**src/rtl/tlr_pkg.sv**
```systemverilog
// shared types and constants for the tile line rasterizer
package tlr_pkg;

    localparam int MAP_DIM_DEF    = 64;
    localparam int PIXEL_BITS_DEF = 16;

    localparam int TILE_W      = 6;
    localparam int VALUE_W     = 12;
    localparam int SHIFT_W     = 3;
    localparam int MAX_RESULTS = 64;
    localparam int CNT_W       = 6;
    localparam int OUT_W       = 32;

    localparam int APB_ADDR_W  = 3;
    localparam int APB_DATA_W  = 32;
    localparam int REG_IDX_W   = APB_ADDR_W - 2;

    localparam logic [SHIFT_W-1:0]   SHIFT_RESET    = 3'd4;
    localparam logic [REG_IDX_W-1:0] REG_TILE_SHIFT = '0;

    typedef enum logic [1:0]
    {
        ST_IDLE,
        ST_SETUP,
        ST_WALK
    } state_t;

    typedef struct packed
    {
        logic accept;
        logic setup;
        logic step;
    } dp_cmd_t;

    typedef struct packed
    {
        logic painting;
        logic fin;
        logic out_free;
    } dp_status_t;

endpackage

```
**src/rtl/tlr_ctrl.sv**
```systemverilog
// sequencer for frame accept, line setup and point walk
module tlr_ctrl
(
    input  logic                clk,
    input  logic                rst_n,
    input  logic                s_tvalid,
    output logic                s_tready,
    input  tlr_pkg::dp_status_t status,
    output tlr_pkg::dp_cmd_t    cmd
);

    tlr_pkg::state_t state_reg;
    tlr_pkg::state_t state_next;

    always_ff @(posedge clk or negedge rst_n)
    begin
        if (!rst_n)
        begin
            state_reg <= tlr_pkg::ST_IDLE;
        end
        else
        begin
            state_reg <= state_next;
        end
    end

    always_comb
    begin
        state_next = state_reg;
        cmd        = '0;
        s_tready   = 1'b0;
        case (state_reg)
            tlr_pkg::ST_IDLE:
            begin
                s_tready = 1'b1;
                if (s_tvalid)
                begin
                    cmd.accept = 1'b1;
                    state_next = tlr_pkg::ST_SETUP;
                end
            end
            tlr_pkg::ST_SETUP:
            begin
                cmd.setup = 1'b1;
                if (status.painting)
                begin
                    state_next = tlr_pkg::ST_WALK;
                end
                else
                begin
                    state_next = tlr_pkg::ST_IDLE;
                end
            end
            tlr_pkg::ST_WALK:
            begin
                if (status.out_free)
                begin
                    cmd.step = 1'b1;
                    if (status.fin)
                    begin
                        state_next = tlr_pkg::ST_IDLE;
                    end
                end
            end
            default:
            begin
                state_next = tlr_pkg::ST_IDLE;
            end
        endcase
    end

endmodule

```
**src/rtl/tlr_datapath.sv**
```systemverilog
// tile conversion, stroke state, line stepper and output register
module tlr_datapath #(
    parameter int MAP_DIM    = tlr_pkg::MAP_DIM_DEF,
    parameter int PIXEL_BITS = tlr_pkg::PIXEL_BITS_DEF
)
(
    input  logic                          clk,
    input  logic                          rst_n,
    input  logic [tlr_pkg::SHIFT_W-1:0]   tile_shift,
    input  logic                          button_down,
    input  logic                          click_blocked,
    input  logic [PIXEL_BITS-1:0]         pos_x,
    input  logic [PIXEL_BITS-1:0]         pos_y,
    input  logic                          layer,
    input  logic [tlr_pkg::VALUE_W-1:0]   tile_index,
    input  tlr_pkg::dp_cmd_t              cmd,
    output tlr_pkg::dp_status_t           status,
    input  logic                          m_tready,
    output logic                          m_tvalid,
    output logic [tlr_pkg::TILE_W-1:0]    tile_x,
    output logic [tlr_pkg::TILE_W-1:0]    tile_y,
    output logic                          target_layer,
    output logic [tlr_pkg::VALUE_W-1:0]   tile_value,
    output logic                          last
);

    localparam int CW    = (MAP_DIM > 1) ? $clog2(MAP_DIM) : 1;
    localparam int ERR_W = CW + 2;
    localparam int E2_W  = CW + 3;
    localparam logic [PIXEL_BITS-1:0] PIX_MAX = PIXEL_BITS'(MAP_DIM - 1);
    localparam logic [CW-1:0]         TILE_MAX = CW'(MAP_DIM - 1);

    logic [PIXEL_BITS-1:0] shx;
    logic [PIXEL_BITS-1:0] shy;
    logic [CW-1:0]         cx;
    logic [CW-1:0]         cy;

    logic [CW-1:0]               cur_x_reg, cur_y_reg;
    logic                        painting_reg;
    logic                        layer_reg;
    logic [tlr_pkg::VALUE_W-1:0] value_reg;
    logic                        held_reg, held_next;
    logic [CW-1:0]               prev_x_reg, prev_y_reg;
    logic [CW-1:0]               x_reg, y_reg;
    logic [CW-1:0]               dx_reg, dy_reg;
    logic                        sx_reg, sy_reg;
    logic signed [ERR_W-1:0]     err_reg;
    logic [tlr_pkg::CNT_W-1:0]   cnt_reg;

    logic [CW-1:0]           start_x, start_y;
    logic [CW-1:0]           dx_init, dy_init;
    logic signed [E2_W-1:0]  e2;
    logic signed [E2_W-1:0]  dx_s, dy_s;
    logic                    step_x, step_y;
    logic signed [E2_W-1:0]  err_sum;
    logic                    fin;

    logic                        m_tvalid_reg, m_tvalid_next;
    logic [tlr_pkg::TILE_W-1:0]  tile_x_reg, tile_y_reg;
    logic                        layer_out_reg;
    logic [tlr_pkg::VALUE_W-1:0] value_out_reg;
    logic                        last_reg;

    // pixel to tile with saturation at the map edge
    always_comb
    begin
        shx = pos_x >> tile_shift;
        shy = pos_y >> tile_shift;
        cx  = (shx > PIX_MAX) ? TILE_MAX : shx[CW-1:0];
        cy  = (shy > PIX_MAX) ? TILE_MAX : shy[CW-1:0];
    end

    // line setup: a fresh stroke walks from the current tile to itself
    always_comb
    begin
        start_x = held_reg ? prev_x_reg : cur_x_reg;
        start_y = held_reg ? prev_y_reg : cur_y_reg;
        dx_init = (cur_x_reg > start_x) ? (cur_x_reg - start_x) : (start_x - cur_x_reg);
        dy_init = (cur_y_reg > start_y) ? (cur_y_reg - start_y) : (start_y - cur_y_reg);
        held_next = painting_reg;
    end

    // one bresenham step
    always_comb
    begin
        dx_s    = $signed(E2_W'(dx_reg));
        dy_s    = $signed(E2_W'(dy_reg));
        e2      = $signed({err_reg, 1'b0});
        step_x  = e2 > -dy_s;
        step_y  = e2 < dx_s;
        err_sum = E2_W'(err_reg) - (step_x ? dy_s : '0) + (step_y ? dx_s : '0);
        fin     = ((x_reg == cur_x_reg) && (y_reg == cur_y_reg))
                  || (cnt_reg == tlr_pkg::CNT_W'(tlr_pkg::MAX_RESULTS - 1));
    end

    always_ff @(posedge clk)
    begin
        if (cmd.accept)
        begin
            cur_x_reg    <= cx;
            cur_y_reg    <= cy;
            painting_reg <= button_down & ~click_blocked;
            layer_reg    <= layer;
            value_reg    <= tile_index;
        end
        if (cmd.setup)
        begin
            x_reg   <= start_x;
            y_reg   <= start_y;
            dx_reg  <= dx_init;
            dy_reg  <= dy_init;
            sx_reg  <= start_x < cur_x_reg;
            sy_reg  <= start_y < cur_y_reg;
            err_reg <= $signed(ERR_W'(dx_init)) - $signed(ERR_W'(dy_init));
            cnt_reg <= '0;
        end
        else if (cmd.step)
        begin
            if (step_x)
            begin
                x_reg <= sx_reg ? x_reg + 1'b1 : x_reg - 1'b1;
            end
            if (step_y)
            begin
                y_reg <= sy_reg ? y_reg + 1'b1 : y_reg - 1'b1;
            end
            err_reg <= err_sum[ERR_W-1:0];
            cnt_reg <= cnt_reg + 1'b1;
        end
        if (cmd.step)
        begin
            tile_x_reg    <= tlr_pkg::TILE_W'(x_reg);
            tile_y_reg    <= tlr_pkg::TILE_W'(y_reg);
            layer_out_reg <= layer_reg;
            value_out_reg <= value_reg;
            last_reg      <= fin;
        end
    end

    always_ff @(posedge clk or negedge rst_n)
    begin
        if (!rst_n)
        begin
            held_reg     <= 1'b0;
            prev_x_reg   <= '0;
            prev_y_reg   <= '0;
            m_tvalid_reg <= 1'b0;
        end
        else
        begin
            if (cmd.setup)
            begin
                held_reg   <= held_next;
                prev_x_reg <= cur_x_reg;
                prev_y_reg <= cur_y_reg;
            end
            m_tvalid_reg <= m_tvalid_next;
        end
    end

    always_comb
    begin
        if (cmd.step)
        begin
            m_tvalid_next = 1'b1;
        end
        else if (m_tready)
        begin
            m_tvalid_next = 1'b0;
        end
        else
        begin
            m_tvalid_next = m_tvalid_reg;
        end
    end

    assign status.painting = painting_reg;
    assign status.fin      = fin;
    assign status.out_free = ~m_tvalid_reg | m_tready;

    assign m_tvalid     = m_tvalid_reg;
    assign tile_x       = tile_x_reg;
    assign tile_y       = tile_y_reg;
    assign target_layer = layer_out_reg;
    assign tile_value   = value_out_reg;
    assign last         = last_reg;

endmodule

```
**src/rtl/tile_line_rasterizer.sv**
```systemverilog
// top level of the tile line rasterizer: config register, controller and datapath
//
// one input beat is one frame tick: paint button, block flag, pointer pixel
// position, layer and tile index. the pixel position is shifted right by
// tile_shift (apb register at address 0, reset 4) and saturated to the map
// edge. a painting frame emits tile writes on the output stream: a single
// write at the start of a stroke, otherwise one write per point of the line
// from the previous tick's tile to this one, both ends included, with tlast
// on the final write. a frame that does not paint emits nothing.
// an input beat is taken only while the block is idle. after the accept the
// setup state follows, then one output beat per cycle as long as the output
// register is free, through the single line stepper. a stall on the output
// side holds the stepper and the input stays blocked until the last write is
// loaded; the next frame is taken while that last write still waits. reset
// clears the stroke state and the previous tile to zero and empties the output
// register.
module tile_line_rasterizer #(
    parameter int MAP_DIM    = tlr_pkg::MAP_DIM_DEF,
    parameter int PIXEL_BITS = tlr_pkg::PIXEL_BITS_DEF
)
(
    input  logic                              clk,
    input  logic                              rst_n,
    input  logic                              psel,
    input  logic                              penable,
    input  logic                              pwrite,
    input  logic [tlr_pkg::APB_ADDR_W-1:0]    paddr,
    input  logic [tlr_pkg::APB_DATA_W-1:0]    pwdata,
    output logic [tlr_pkg::APB_DATA_W-1:0]    prdata,
    output logic                              pready,
    input  logic                              s_tvalid,
    output logic                              s_tready,
    // button_down, click_blocked, pos_x, pos_y, layer, tile_index, zero fill
    input  logic [((2*PIXEL_BITS+3+tlr_pkg::VALUE_W+7)/8)*8-1:0] s_tdata,
    output logic                              m_tvalid,
    input  logic                              m_tready,
    // tile_x, tile_y, target_layer, tile_value, zero fill
    output logic [tlr_pkg::OUT_W-1:0]         m_tdata,
    output logic                              m_tlast
);

    localparam int PX_LO     = 2;
    localparam int PY_LO     = PX_LO + PIXEL_BITS;
    localparam int LAYER_BIT = PY_LO + PIXEL_BITS;
    localparam int VAL_LO    = LAYER_BIT + 1;
    localparam int OUT_USED  = 2 * tlr_pkg::TILE_W + 1 + tlr_pkg::VALUE_W;

    logic [tlr_pkg::SHIFT_W-1:0]   shift_reg;
    logic [tlr_pkg::REG_IDX_W-1:0] reg_idx;
    logic                          cfg_write;

    tlr_pkg::dp_cmd_t    cmd;
    tlr_pkg::dp_status_t status;

    logic [tlr_pkg::TILE_W-1:0]  tile_x;
    logic [tlr_pkg::TILE_W-1:0]  tile_y;
    logic                        target_layer;
    logic [tlr_pkg::VALUE_W-1:0] tile_value;

    assign reg_idx   = paddr[tlr_pkg::APB_ADDR_W-1:2];
    assign cfg_write = psel & penable & pwrite & pready;
    assign pready    = 1'b1;

    always_ff @(posedge clk or negedge rst_n)
    begin
        if (!rst_n)
        begin
            shift_reg <= tlr_pkg::SHIFT_RESET;
        end
        else if (cfg_write && (reg_idx == tlr_pkg::REG_TILE_SHIFT))
        begin
            shift_reg <= pwdata[tlr_pkg::SHIFT_W-1:0];
        end
    end

    always_comb
    begin
        prdata = '0;
        if (reg_idx == tlr_pkg::REG_TILE_SHIFT)
        begin
            prdata = tlr_pkg::APB_DATA_W'(shift_reg);
        end
    end

    tlr_ctrl u_ctrl
    (
        .clk      (clk),
        .rst_n    (rst_n),
        .s_tvalid (s_tvalid),
        .s_tready (s_tready),
        .status   (status),
        .cmd      (cmd)
    );

    tlr_datapath #(
        .MAP_DIM    (MAP_DIM),
        .PIXEL_BITS (PIXEL_BITS)
    ) u_datapath
    (
        .clk           (clk),
        .rst_n         (rst_n),
        .tile_shift    (shift_reg),
        .button_down   (s_tdata[0]),
        .click_blocked (s_tdata[1]),
        .pos_x         (s_tdata[PY_LO-1:PX_LO]),
        .pos_y         (s_tdata[LAYER_BIT-1:PY_LO]),
        .layer         (s_tdata[LAYER_BIT]),
        .tile_index    (s_tdata[VAL_LO+tlr_pkg::VALUE_W-1:VAL_LO]),
        .cmd           (cmd),
        .status        (status),
        .m_tready      (m_tready),
        .m_tvalid      (m_tvalid),
        .tile_x        (tile_x),
        .tile_y        (tile_y),
        .target_layer  (target_layer),
        .tile_value    (tile_value),
        .last          (m_tlast)
    );

    assign m_tdata = {{(tlr_pkg::OUT_W-OUT_USED){1'b0}}, tile_value, target_layer,
                      tile_y, tile_x};

    // a taken frame blocks the input for at least the setup cycle
    assert property (@(posedge clk) disable iff (!rst_n)
        s_tvalid && s_tready |=> !s_tready)
        else $error("input accepted during line setup");

    // every emitted write lies inside the map
    assert property (@(posedge clk) disable iff (!rst_n)
        m_tvalid |-> (32'(tile_x) < MAP_DIM) && (32'(tile_y) < MAP_DIM))
        else $error("tile write outside the map");

    // no output beat is produced while a new frame is being set up
    assert property (@(posedge clk) disable iff (!rst_n)
        s_tvalid && s_tready && !m_tvalid |=> !m_tvalid)
        else $error("output beat appeared during setup");

endmodule

```
**config.mk**
```make
export PLATFORM = sky130hd
export DESIGN_NAME = tile_line_rasterizer
export DESIGN_NICKNAME = d
export VERILOG_FILES = /design/src/rtl/tlr_pkg.sv /design/src/rtl/tlr_ctrl.sv /design/src/rtl/tlr_datapath.sv /design/src/rtl/tile_line_rasterizer.sv
export SDC_FILE = /design/constraint.sdc
export NUM_CORES = 1
export LEC_CHECK = 0
export ABC_AREA = 1
export BUFFER_PORTS_ARGS = -buffer_cell sky130_fd_sc_hd__buf_2
export CORE_MARGIN = 2
export CORE_UTILIZATION = 61
export CTS_CLUSTER_SIZE = 12
export DETAILED_ROUTE_END_ITERATION = 12
export GPL_ROUTABILITY_DRIVEN = 0
export GPL_TIMING_DRIVEN = 0
export MAX_ROUTING_LAYER = met4
export PLACE_DENSITY_LB_ADDON = 0.12
export RECOVER_POWER = 25
export SYNTH_ARGS = -nofsm -noshare
export SYNTH_HDL_FRONTEND = slang
export SYNTH_SLANG_ARGS = --single-unit
```
**constraint.sdc**
```tcl
create_clock -name clk -period 10.6 [get_ports clk]
set_clock_uncertainty 0.05 [all_clocks]
set_input_delay 2.12 -clock clk [delete_from_list [all_inputs] [get_ports clk]]
set_output_delay 2.12 -clock clk [all_outputs]
set_load 0.03 [all_outputs]
```
# Word-level counts from Yosys, hierarchy flattened
# Cells that the tools add are included.
# word_totals
ff_bits,111
input_bits,90
word_cells,103
# classes
addsub,13
magnitude_cmp,8
eq_ne,8
n_shift,2
mux,30
n_bitwise,7
n_reduce_logical,11
# op_table
cell,count
2-to-1 mux 6 bit,14
> comparator 16 x 6 -> 1 bit (second input constant),2
right shift 16 x 3 -> 16 bit,2
subtractor 6 bit,4
adder 6 x 1 -> 6 bit (second input constant),3
2-to-1 mux 8 bit,2
== test 6 bit,2
> comparator 6 bit,2
less-than comparator 6 bit,2
subtractor 6 x 1 -> 6 bit (second input constant),2
> comparator 9 bit,1
less-than comparator 9 x 7 -> 1 bit,1
negation 6 -> 9 bit,1
adder 8 bit,1
2-to-1 mux 1 bit,8
2-to-1 mux 2 bit,4
nonzero test 2 bit,4
subtractor 8 x 6 -> 8 bit,1
subtractor 6 x 6 -> 7 bit,1
== test 6 bit (second input constant),1
case mux 2 bit (3 select lines),1
!= test 2 bit (second input constant),2
AND reduction 2 bit,2
AND 1 bit,3
10 further kinds,13

# Depth between registers and ports, before layout
# Gate-level depths: netlist of run 1.
# depth
depth_word,7
mapped_depth,25

# By module
# Synthesis of run 1 repeated with hierarchy kept, for this count alone.
# hier_totals
cells_unflattened,956
hier_area_um2,7892.6
# modules_own_cells
mod,n_inst,cells_each,area_per_inst_um2,seq_area_each_um2
tlr_datapath,1,880,7335.8,3052.9
tile_line_rasterizer,1,63,452.9,76.3
tlr_ctrl,1,13,103.8,50.0

# Worst setup path after synthesis of run 1
# Ideal clock, no wire load.
# synth_path
kind,input-to-output
startpoint,in paddr[2] (netlist bit)
endpoint,out prdata[0] (netlist bit)
arrival_ps,2533
slack_ps,5897
cell_stages,1
cell_sequence,nor2_1
# synth_via
elab_chain_cells,1
# synth_rtl
element,line,source
from (decl),tile_line_rasterizer.sv:27,"input logic [tlr_pkg::APB_ADDR_W-1:0] paddr,"
2-to-1 mux 3 bit,tile_line_rasterizer.sv:79,if (reg_idx == tlr_pkg::REG_TILE_SHIFT)
to (decl),tile_line_rasterizer.sv:29,"output logic [tlr_pkg::APB_DATA_W-1:0] prdata,"
# Every way passes these cells.

# Worst setup path after layout of run 1
# layout_path
startpoint,in paddr[2] (netlist bit)
endpoint,out prdata[2] (netlist bit)
# The elaborated chain is that of the path after synthesis.

==> results.yml, run 1 <==
detailed_routing:
  route.detailed.drc: 0
  first_pass_iters: 6
  via_count: 6538
  routed_via_density: 5.20
  post_drt_wl_per_cell_um: 13.5
  drtIter0Drc: 474
  final_antenna_net_count: 0
  drt-total-wl_um: 17000
sta:
  maxSlewHeadroom_pct: 4.47
  hold_violations: 0
  clock.fmax_ghz: 0.212
  fin_ws_ps: 5890
  setup_viol: 0
  worst_pin_slew_ps: 1430
  rsz0062_at_grt: "false"
  fin_crit_sh_pct: 44.5
  fin_crit_ps: 4710
  report.final.slew_viol_count: 0
  tns_ps: 0
setup_path:
  path_class: "in2out"
  r2r_cells: 22
  critPathArrivalTime_ps: 2540
  worstReg2RegEnd: "u_datapath.err_reg[6]$_DFFE_PP_"
  reg2reg_slack_ps: 6430
  crit_path_start: "paddr[2]"
  endpoint: "prdata[2]"
  path_max_fanout: 4
  endpoint_kind: "output port"
  r2r_start: "u_datapath.held_reg$_DFFE_PN0P_"
  startpoint_type: "input pin"
  required_ps: 8430
synthesis:
  synth_common_cells: "nand2_1 (210), inv_1 (129), edfxtp_1 (86)"
  yosys-top-cells-area: "edfxtp_1 (33%), nand2_1 (9.9%), ha_1 (9.8%)"
  synthCells: 944
  synth.top_cell.area_share_pct: 32.5
  syn_avg_cell_area_um2: 8.42
  yosys_register_bits: 111
  yosys_warnings: 0
  synth_edf_count: 86
  yosysTopAreaCell: "edfxtp_1"
  synth.distinct_cells: 49
  synthArstFlopShare_pct: 17.1
  syn_area_um2: 7950
  synth_ff_type: "edfxtp_1"
  synth_most_common_cell: "nand2_1"
  synth-seq-area-share_pct: 40.0
clock_network:
  cts_resized: 0
  insertion_delay_ps: 360
  tritoncts: "done"
  cts_setup_buffers: 0
  clockBufferDepth: 2
  cts_root_buf: "clkbuf_16"
  cts_buffers: 9
  clk_pin_slew_ps: 70
  cts.sinks: 111
  cts-htree-levels: 3
  cts_hold_buf: 0
hold_path:
  hp-class: "reg2reg"
placement:
  place.port_buffers: 88
  hpwl_um: 13500
  pre_cts_slack_ps: 5900
  dpl_cell_area_um2: 8760
die:
  core.rowCount: 41
  fp.dieW_um: 118
  core-area_um2: 12700
  dieHeight_um: 118
  initial_core_util_pct: 62.7
  ios: 158
  dieArea_um2: 14000
finish:
  drive_gt1_share_pct: 19.1
  num_antenna_cells: 0
  syn2layout_area_growth_pct: 13.6
  fin_area_um2: 9030
  seq_area_um2: 3180
  fillCellCount: 1055
  multi_input_area_um2: 3970
  final_nets: 1245
global_route:
  grt_max_degree: 31
  grt_overflow_total: 0
  grt_pass1_wl_um: 28700
  grt_pass1_vias: 6302
  antenna_found_initial: 0
  grt_usage_pct: 26.4
pwr:
  power_density_nw_per_um2: 350
  peakVddDrop_mv: 0.191
  power_leakage_nw: 4.49
run:
  cap_violations: 0
status:
  status: "finished, final reports clean"
-- layout make-up --
type / count / share of cell area, %
multi-input cells: 669 / 43.9
flip-flops and latches: 111 / 35.2
inverters: 137 / 5.70
repair buffers: 90 / 5.13
plain buffers: 62 / 4.63
clock buffers: 9 / 2.49
well taps: 172 / 2.38
clock inverters: 7 / 0.527
-- power by group --
part	total (mW)	leakage, nW	switching, mW	internal (mW)
logic	2.01	3.31	1.27	0.738
registers	0.841	1.05	0.105	0.737
clock network	0.315	0.134	0.155	0.160
total	3.16	4.49	1.53	1.63
-- how the worst min path moves through the flow --
| stage | startpoint | endpoint | slack, ps | cells after the start |
|---|---|---|---|---|
| final | u_datapath.value_reg[2]$_DFFE_PP_ | u_datapath.tile_value[2]$_DFFE_PP_ | 370 | 0 |
| after global routing | u_datapath.value_reg[2]$_DFFE_PP_ | u_datapath.tile_value[2]$_DFFE_PP_ | 380 | 0 |
| after CTS | u_datapath.value_reg[3]$_DFFE_PP_ | u_datapath.tile_value[3]$_DFFE_PP_ | 370 | 0 |
| after detailed placement | u_datapath.value_reg[2]$_DFFE_PP_ | u_datapath.tile_value[2]$_DFFE_PP_ | 350 | 0 |
| after global placement | u_datapath.value_reg[9]$_DFFE_PP_ | u_datapath.tile_value[9]$_DFFE_PP_ | 350 | 0 |
| after floorplan | u_datapath.layer_reg$_DFFE_PP_ | u_datapath.target_layer$_DFFE_PP_ | 350 | 0 |
-- metal layers --
layer | track usage (%) | up-vias | routed length (µm)
li1 | - | 3306 | -
met1 | 32.3 | 2991 | 7390
met2 | 43.0 | 202 | 8190
met3 | 6.15 | 39 | 986
met4 | 9.11 | 0 | 425
met5 | - | - | 0
-- stage by stage --
stage | instances | total power [mW] | utilization, % | hold WS [ps]
after CTS | 1257 | 3.16 | 71.3 | 371
after floorplan | 979 | 2.38 | - | 350
after global routing | 1257 | 3.52 | 71.2 | 378
after detailed placement | 1241 | 2.83 | 69.1 | 355
after global placement | 1239 | 2.77 | 68.9 | 350
final | 1257 | 3.16 | 71.2 | 369
-- logic make-up after synthesis --
| group | count (synthesis) | synth area share (%) |
|---|---|---|
| buffers and inverters | 199 | 11.7 |
| muxes | 2 | 0.252 |
| adders and majority gates | 75 | 13.0 |
| other | 2 | 0.0945 |
| xor gates and xnor gates | 36 | 3.97 |
| and+or+nand+nor | 368 | 20.1 |
| AOI/OAI and AO/OA | 151 | 10.8 |
| DFF | 111 | 40.0 |
-- placed cells by master, fill, tap and decap left out, types with 3 or more instances in the layout --
cell type,netlist,final
nand2_1,210,210
inv_1,129,129
buf_2,13,100
edfxtp_1,86,86
o21ai_0,64,65
ha_1,62,62
nand3_1,52,52
nor2_1,50,50
buf_4,41,41
a21oi_1,41,41
conb_1,2,37
xor2_1,24,24
dfrtp_1,18,18
nand4_1,15,15
or2_2,15,15
o21ai_1,13,13
fa_1,13,13
xnor2_1,12,12
clkbuf_16,0,9
inv_2,8,8
o21ai_2,9,8
nor3_1,7,7
clkbuf_1,5,6
dfxtp_1,6,6
nand2_2,5,5
a31oi_1,5,5
o22ai_1,4,4
buf_6,2,4
o211ai_1,4,4
nor3b_1,4,3
a21o_1,3,3
-- critical path, cell delays in order --
cell and delay (ps):
buf_2 120, nor2_1 90, buf_2 210
Power figures use the tool's default switching activity.
==> run 2, diff against run 1 <==
CORE_UTILIZATION = 57   (was 61)
clock period = 4.7 ns   (was 10.6 ns; I/O delays follow)
==> run 2 against run 1 <==
  * Final area is 0.30% higher
  * Clock power grew 140%
  * Via count is 1.1% lower
  * Sequential power rose by 120%
  * Largest power group unchanged
  * Core utilization down 5.5 points
  * Final cell count is 0.64% higher
  * Sequential share of layout area decreased by 0.11 points
  * Global-route usage fell by 1.4 points
  * Highest routed layer unchanged
  * Critical path depth rose by 17
  * Combinational power increased by 120%
==> results.yml, run 2 (synthesized netlist as in run 1, its figures left out) <==
status:
  status: "finished, final reports clean"
setup_path:
  endpoint_kind: "register"
  r2r_cells: 20
  path_max_fanout: 6
  cp.buffers_inverters: 3
  cpPeakStageDelay_ps: 500
  r2r_start: "u_datapath.dy_reg[0]$_DFFE_PP_"
  path_class: "reg2reg"
  required_ps: 4760
  critPathSlowestCell: "fa_1"
  reg2reg_slack_ps: 580
  worstReg2RegEnd: "u_datapath.err_reg[5]$_DFFE_PP_"
  path_cells: "inv_1 > ha_1 > nand3_1 > nor3_1 > ha_1 > nand2_1 > inv_1 > a21oi_1 > nand4_1 > nand3_1 > nor2_1 > fa_1 > inv_1 > ha_1 > a21oi_1 > nand2_1 > a21oi_1 > nor2_1 > o21ai_0 > nand2_1"
  startpoint_type: "register"
  critPathArrivalTime_ps: 4180
  critical_path.top_delay_family: "adder cells"
clock_network:
  cts_buffers: 9
  tritoncts: "done"
  cts_setup_buffers: 0
  clk_pin_slew_ps: 70
  insertion_delay_ps: 360
  cts_root_buf: "clkbuf_16"
  clockBufferDepth: 2
  cts-htree-levels: 3
  cts_hold_buf: 0
  cts_resized: 0
  cts.sinks: 111
global_route:
  grt_pass1_vias: 6036
  grt_overflow_total: 0
  grt_usage_pct: 25.0
  antenna_found_initial: 0
  grt_max_degree: 31
  grt_pass1_wl_um: 28200
placement:
  hpwl_um: 13600
  dp_cells: 1249
  place.port_buffers: 88
  dpl_cell_area_um2: 8770
detailed_routing:
  drt-total-wl_um: 16900
  route.detailed.drc: 0
  first_pass_iters: 7
  final_antenna_net_count: 0
  via_count: 6469
  routed_via_density: 5.11
  post_drt_wl_per_cell_um: 13.4
  drtIter0Drc: 375
die:
  fp.dieW_um: 122
  core.rowCount: 43
  dieArea_um2: 14900
  dieHeight_um: 122
  ios: 158
  core-area_um2: 13800
  initial_core_util_pct: 57.7
finish:
  fin_area_um2: 9050
  syn2layout_area_growth_pct: 14.0
  final_cell_mix: "nand2_1 (210), inv_1 (129), buf_2 (99)"
  layoutNonFillerInstCount: 1265
  drive_gt1_share_pct: 19.0
  final_nets: 1245
  num_antenna_cells: 0
  final_common_cell: "nand2_1"
pwr:
  power_mw: 7.15
  power_density_nw_per_um2: 790
  power_leakage_nw: 4.49
  peakVddDrop_mv: 0.339
sta:
  report.final.slew_viol_count: 0
  clock.fmax_ghz: 0.243
  rsz0062_at_grt: "false"
  setup_viol: 0
  fin_crit_ps: 4120
  fin_crit_sh_pct: 87.6
  worst_pin_slew_ps: 1270
  tns_ps: 0
  maxSlewHeadroom_pct: 15.0
  hold_violations: 0
run:
  cap_violations: 0
hold_path:
  holdPathStages: 0
  hp-start: "u_datapath.value_reg[0]$_DFFE_PP_"
  hp-class: "reg2reg"
  min_to: "u_datapath.tile_value[0]$_DFFE_PP_"
-- run 2: changes by cell type in the layout (fill, tap and decap cells not counted), sizes merged --
cell / before / now
buf: 145 / 144
inv: 139 / 140
clkinv: 4 / 2
clkbuf: 16 / 18
-- run 2: power by group --
part | leakage, nW | internal, mW | switching [mW] | total [mW]
combinational | 3.31 | 1.66 | 2.84 | 4.51
clock | 0.140 | 0.375 | 0.376 | 0.751
sequential | 1.05 | 1.66 | 0.232 | 1.89
-- run 2: area by class of cell --
class	instances	area, µm²
plain buffers	62	419
clock buffers	10	229
clock inverters	6	63.8
fillers	1198	4720
inverters	137	514
multi-input cells	669	3960
flip-flops and latches	111	3180
well taps	180	225
repair buffers	90	460
-- run 2: worst max path at each step --
stage / slack [ps] / from / endpoint / cells past startpoint
finish: 580 / u_datapath.dy_reg[0]$_DFFE_PP_ / u_datapath.err_reg[5]$_DFFE_PP_ / 20
floorplan: 1040 / u_datapath.dy_reg[0]$_DFFE_PP_ / u_datapath.err_reg[5]$_DFFE_PP_ / 20
detailed placement: 580 / u_datapath.dy_reg[0]$_DFFE_PP_ / u_datapath.err_reg[5]$_DFFE_PP_ / 20
CTS: 550 / u_datapath.dy_reg[0]$_DFFE_PP_ / u_datapath.err_reg[5]$_DFFE_PP_ / 20
global placement: 390 / s_tvalid / u_datapath.value_reg[4]$_DFFE_PP_ / 2
global route: 210 / u_datapath.held_reg$_DFFE_PN0P_ / u_datapath.err_reg[6]$_DFFE_PP_ / 20
-- run 2: through the flow --
step           setup WS (ps)  utilization [%]  hold WS [ps]
2_1_floorplan           1040                -           350
3_3_place_gp             394             63.5           351
3_5_place_dp             578             63.7           355
4_1_cts                  547             65.8           372
5_1_grt                  213             65.7           378
6_report                 581             65.7           371
-- run 2: routing by layer --
layer | vias to the layer above | track usage, % | wire [µm] | part of all wire (%)
li1 | 3297 | - | - | -
met1 | 2960 | 32.6 | 7620 | 45
met2 | 195 | 40.9 | 7990 | 47
met3 | 17 | 4.49 | 1120 | 6.6
met4 | 0 | 5.60 | 212 | 1.3
met5 | - | - | 0 | 0
==> run 3, diff against run 2 <==
--- a/config.mk
+++ b/config.mk
@@ -10,3 +10,3 @@
 export CORE_MARGIN = 2
-export CORE_UTILIZATION = 57
+export CORE_UTILIZATION = 56
 export CTS_CLUSTER_SIZE = 12
@@ -18,4 +18,6 @@
 export RECOVER_POWER = 25
+export SLEW_MARGIN = 20
 export SYNTH_ARGS = -nofsm -noshare
 export SYNTH_HDL_FRONTEND = slang
+export SYNTH_HIERARCHICAL = 1
 export SYNTH_SLANG_ARGS = --single-unit
--- a/constraint.sdc
+++ b/constraint.sdc
@@ -4,2 +4,2 @@
 set_output_delay 0.94 -clock clk [all_outputs]
-set_load 0.03 [all_outputs]
+set_load 0.02 [all_outputs]
==> run 3 against run 2 <==
  * Synthesized area down 0.66%
  * Routed wire length down 2.9%
  * Synthesized cell count up 1.3%
  * Flip-flop and latch count did not move
  * Final area shrank 0.47%
  * Sequential power barely moved
  * Hold slack gained 1.6 ps
  * Clock power is 1% lower
  * Combinational power barely moved
  * Power hardly changed
  * Register-to-register slack about the same
  * Largest cell class unchanged
==> results.yml, run 3 <==
status:
  status: "finished, final reports clean"
finish:
  fin_util_pct: 65.2
  final_cell_mix: "nand2_1 (229), inv_1 (152), buf_2 (89)"
  final_nets: 1258
  drive_gt1_share_pct: 15.8
  final_common_cell: "nand2_1"
  num_antenna_cells: 0
  syn2layout_area_growth_pct: 14.2
setup_path:
  critPathArrivalTime_ps: 4160
  required_ps: 4740
  startpoint_type: "register"
  path_class: "reg2reg"
  endpoint_kind: "register"
  path_max_fanout: 10
global_route:
  antenna_found_initial: 0
  grt_overflow_total: 0
  grt_pass1_vias: 5929
  grt_usage_pct: 24.0
  grt_max_degree: 28
  grt_pass1_wl_um: 27300
detailed_routing:
  route.detailed.drc: 0
  first_pass_iters: 5
  drtIter0Drc: 331
  via_count: 6337
  drt-total-wl_um: 16500
  routed_via_density: 4.96
  final_antenna_net_count: 0
  post_drt_wl_per_cell_um: 12.9
die:
  initial_core_util_pct: 57.1
  fp.dieW_um: 123
  dieArea_um2: 15100
  dieHeight_um: 123
  core.rowCount: 43
  ios: 158
  core-area_um2: 13800
placement:
  place.port_buffers: 88
  hpwl_um: 13000
sta:
  tns_ps: 0
  fin_crit_sh_pct: 87.6
  hold_violations: 0
  maxSlewHeadroom_pct: 32.5
  clock.fmax_ghz: 0.243
  worst_pin_slew_ps: 1010
  rsz0062_at_grt: "false"
  fin_crit_ps: 4120
  report.final.slew_viol_count: 0
  fin_hold_ws_ps: 373
  setup_viol: 0
synthesis:
  yosys-top-cells-area: "edfxtp_1 (33%), nand2_1 (11%), ha_1 (9.8%)"
  synth_ff_type: "edfxtp_1"
  yosysTopAreaCell: "edfxtp_1"
  synthCells: 956
  synth.distinct_cells: 48
  syn_area_um2: 7890
  synth-seq-area-share_pct: 40.3
  syn_avg_cell_area_um2: 8.26
  yosys_warnings: 6
  yosys_register_bits: 111
  synth_edf_count: 86
  synth_most_common_cell: "nand2_1"
  synth_common_cells: "nand2_1 (229), inv_1 (152), edfxtp_1 (86)"
  synthArstFlopShare_pct: 17.1
  synth.top_cell.area_share_pct: 32.7
clock_network:
  cts-htree-levels: 3
  cts_hold_buf: 0
  clk_pin_slew_ps: 70
  cts_setup_buffers: 0
  clockBufferDepth: 2
  cts_resized: 0
  cts_buffers: 9
  insertion_delay_ps: 370
  tritoncts: "done"
  cts.sinks: 111
  cts_root_buf: "clkbuf_16"
run:
  cap_violations: 0
hold_path:
  hp-class: "reg2reg"
pwr:
  peakVddDrop_mv: 0.420
  power_density_nw_per_um2: 794
  power_leakage_nw: 4.50
run 3: final cells by class:
class,instances,area (µm²)
flip-flops and latches,111,3180
inverters,158,593
clock buffers,10,229
clock inverters,6,63.8
fillers,1196,4810
well taps,180,225
plain buffers,63,412
multi-input cells,659,3850
repair buffers,91,464
run 3: power by group:
part,switching (mW),internal [mW]
logic,2.82,1.69
registers,0.246,1.66
clock network,0.366,0.374
run 3: per-stage QoR:
step / setup slack [ps] / total power, mW / std cells / cell area, µm²
after detailed placement: 598 / 6.39 / 1262 / 8720
final: 584 / 7.15 / 1278 / 9010
after global routing: 142 / 7.96 / 1278 / 9010
after global placement: 411 / 6.29 / 1259 / 8690
after floorplan: 1130 / 5.35 / 991 / 8020
after CTS: 552 / 7.19 / 1278 / 9020
run 3: path summary, 6_finish.rpt:
path | startpoint | end | slack (ps) | cells past startpoint
max in group asynchronous | rst_n | u_datapath/prev_x_reg[4]$_DFFE_PN0P_ | 3310 | 1
min in group asynchronous | rst_n | u_datapath/prev_y_reg[5]$_DFFE_PN0P_ | 670 | 1
worst min register to register | u_datapath/value_reg[1]$_DFFE_PP_ | u_datapath/tile_value[1]$_DFFE_PP_ | 370 | 0
worst max register to register | u_datapath/held_reg$_DFFE_PN0P_ | u_datapath/err_reg[6]$_DFFE_PP_ | 580 | 19
worst min-delay path | u_datapath/value_reg[1]$_DFFE_PP_ | u_datapath/tile_value[1]$_DFFE_PP_ | 370 | 0
worst max-delay path | u_datapath/held_reg$_DFFE_PN0P_ | u_datapath/err_reg[6]$_DFFE_PP_ | 580 | 19
run 3: cell families (layout without fill, tap and decap cells):
kind of cell	Yosys count	in the layout	synth area share, %
AND/OR/NAND/NOR	351	351	18.7
buffers and inverters	221	328	12.7
AO/OA/AOI/OAI	157	157	10.7
flip-flops	111	111	40.3
adder cells (fa/ha/maj)	75	75	13.1
XOR/XNOR	35	35	3.88
multiplexers	4	4	0.507
other	2	37	0.0952
run 3: critical path, stage by stage, from the launching register on:
cell	delay, ps
dfrtp_1	470
clkbuf_1	280
o21ai_0	440
inv_1	90
ha_1	280
buf_2	180
nand2_1	80
inv_2	70
nand2_1	50
nand2_1	90
nand2_1	50
nand2_1	50
nand2_1	150
nand2_1	100
o21ai_1	110
fa_1	470
o21ai_0	320
a21oi_1	120
o21ai_0	270
o21ai_0	130
run 3: routing by layer:
| layer | up-vias | GRT usage [%] | wire, µm |
|---|---|---|---|
| met5 | - | - | 0 |
| met4 | 0 | 6.39 | 275 |
| met3 | 24 | 4.83 | 802 |
| met2 | 147 | 40.1 | 7990 |
| met1 | 2851 | 29.6 | 7390 |
| li1 | 3315 | - | - |
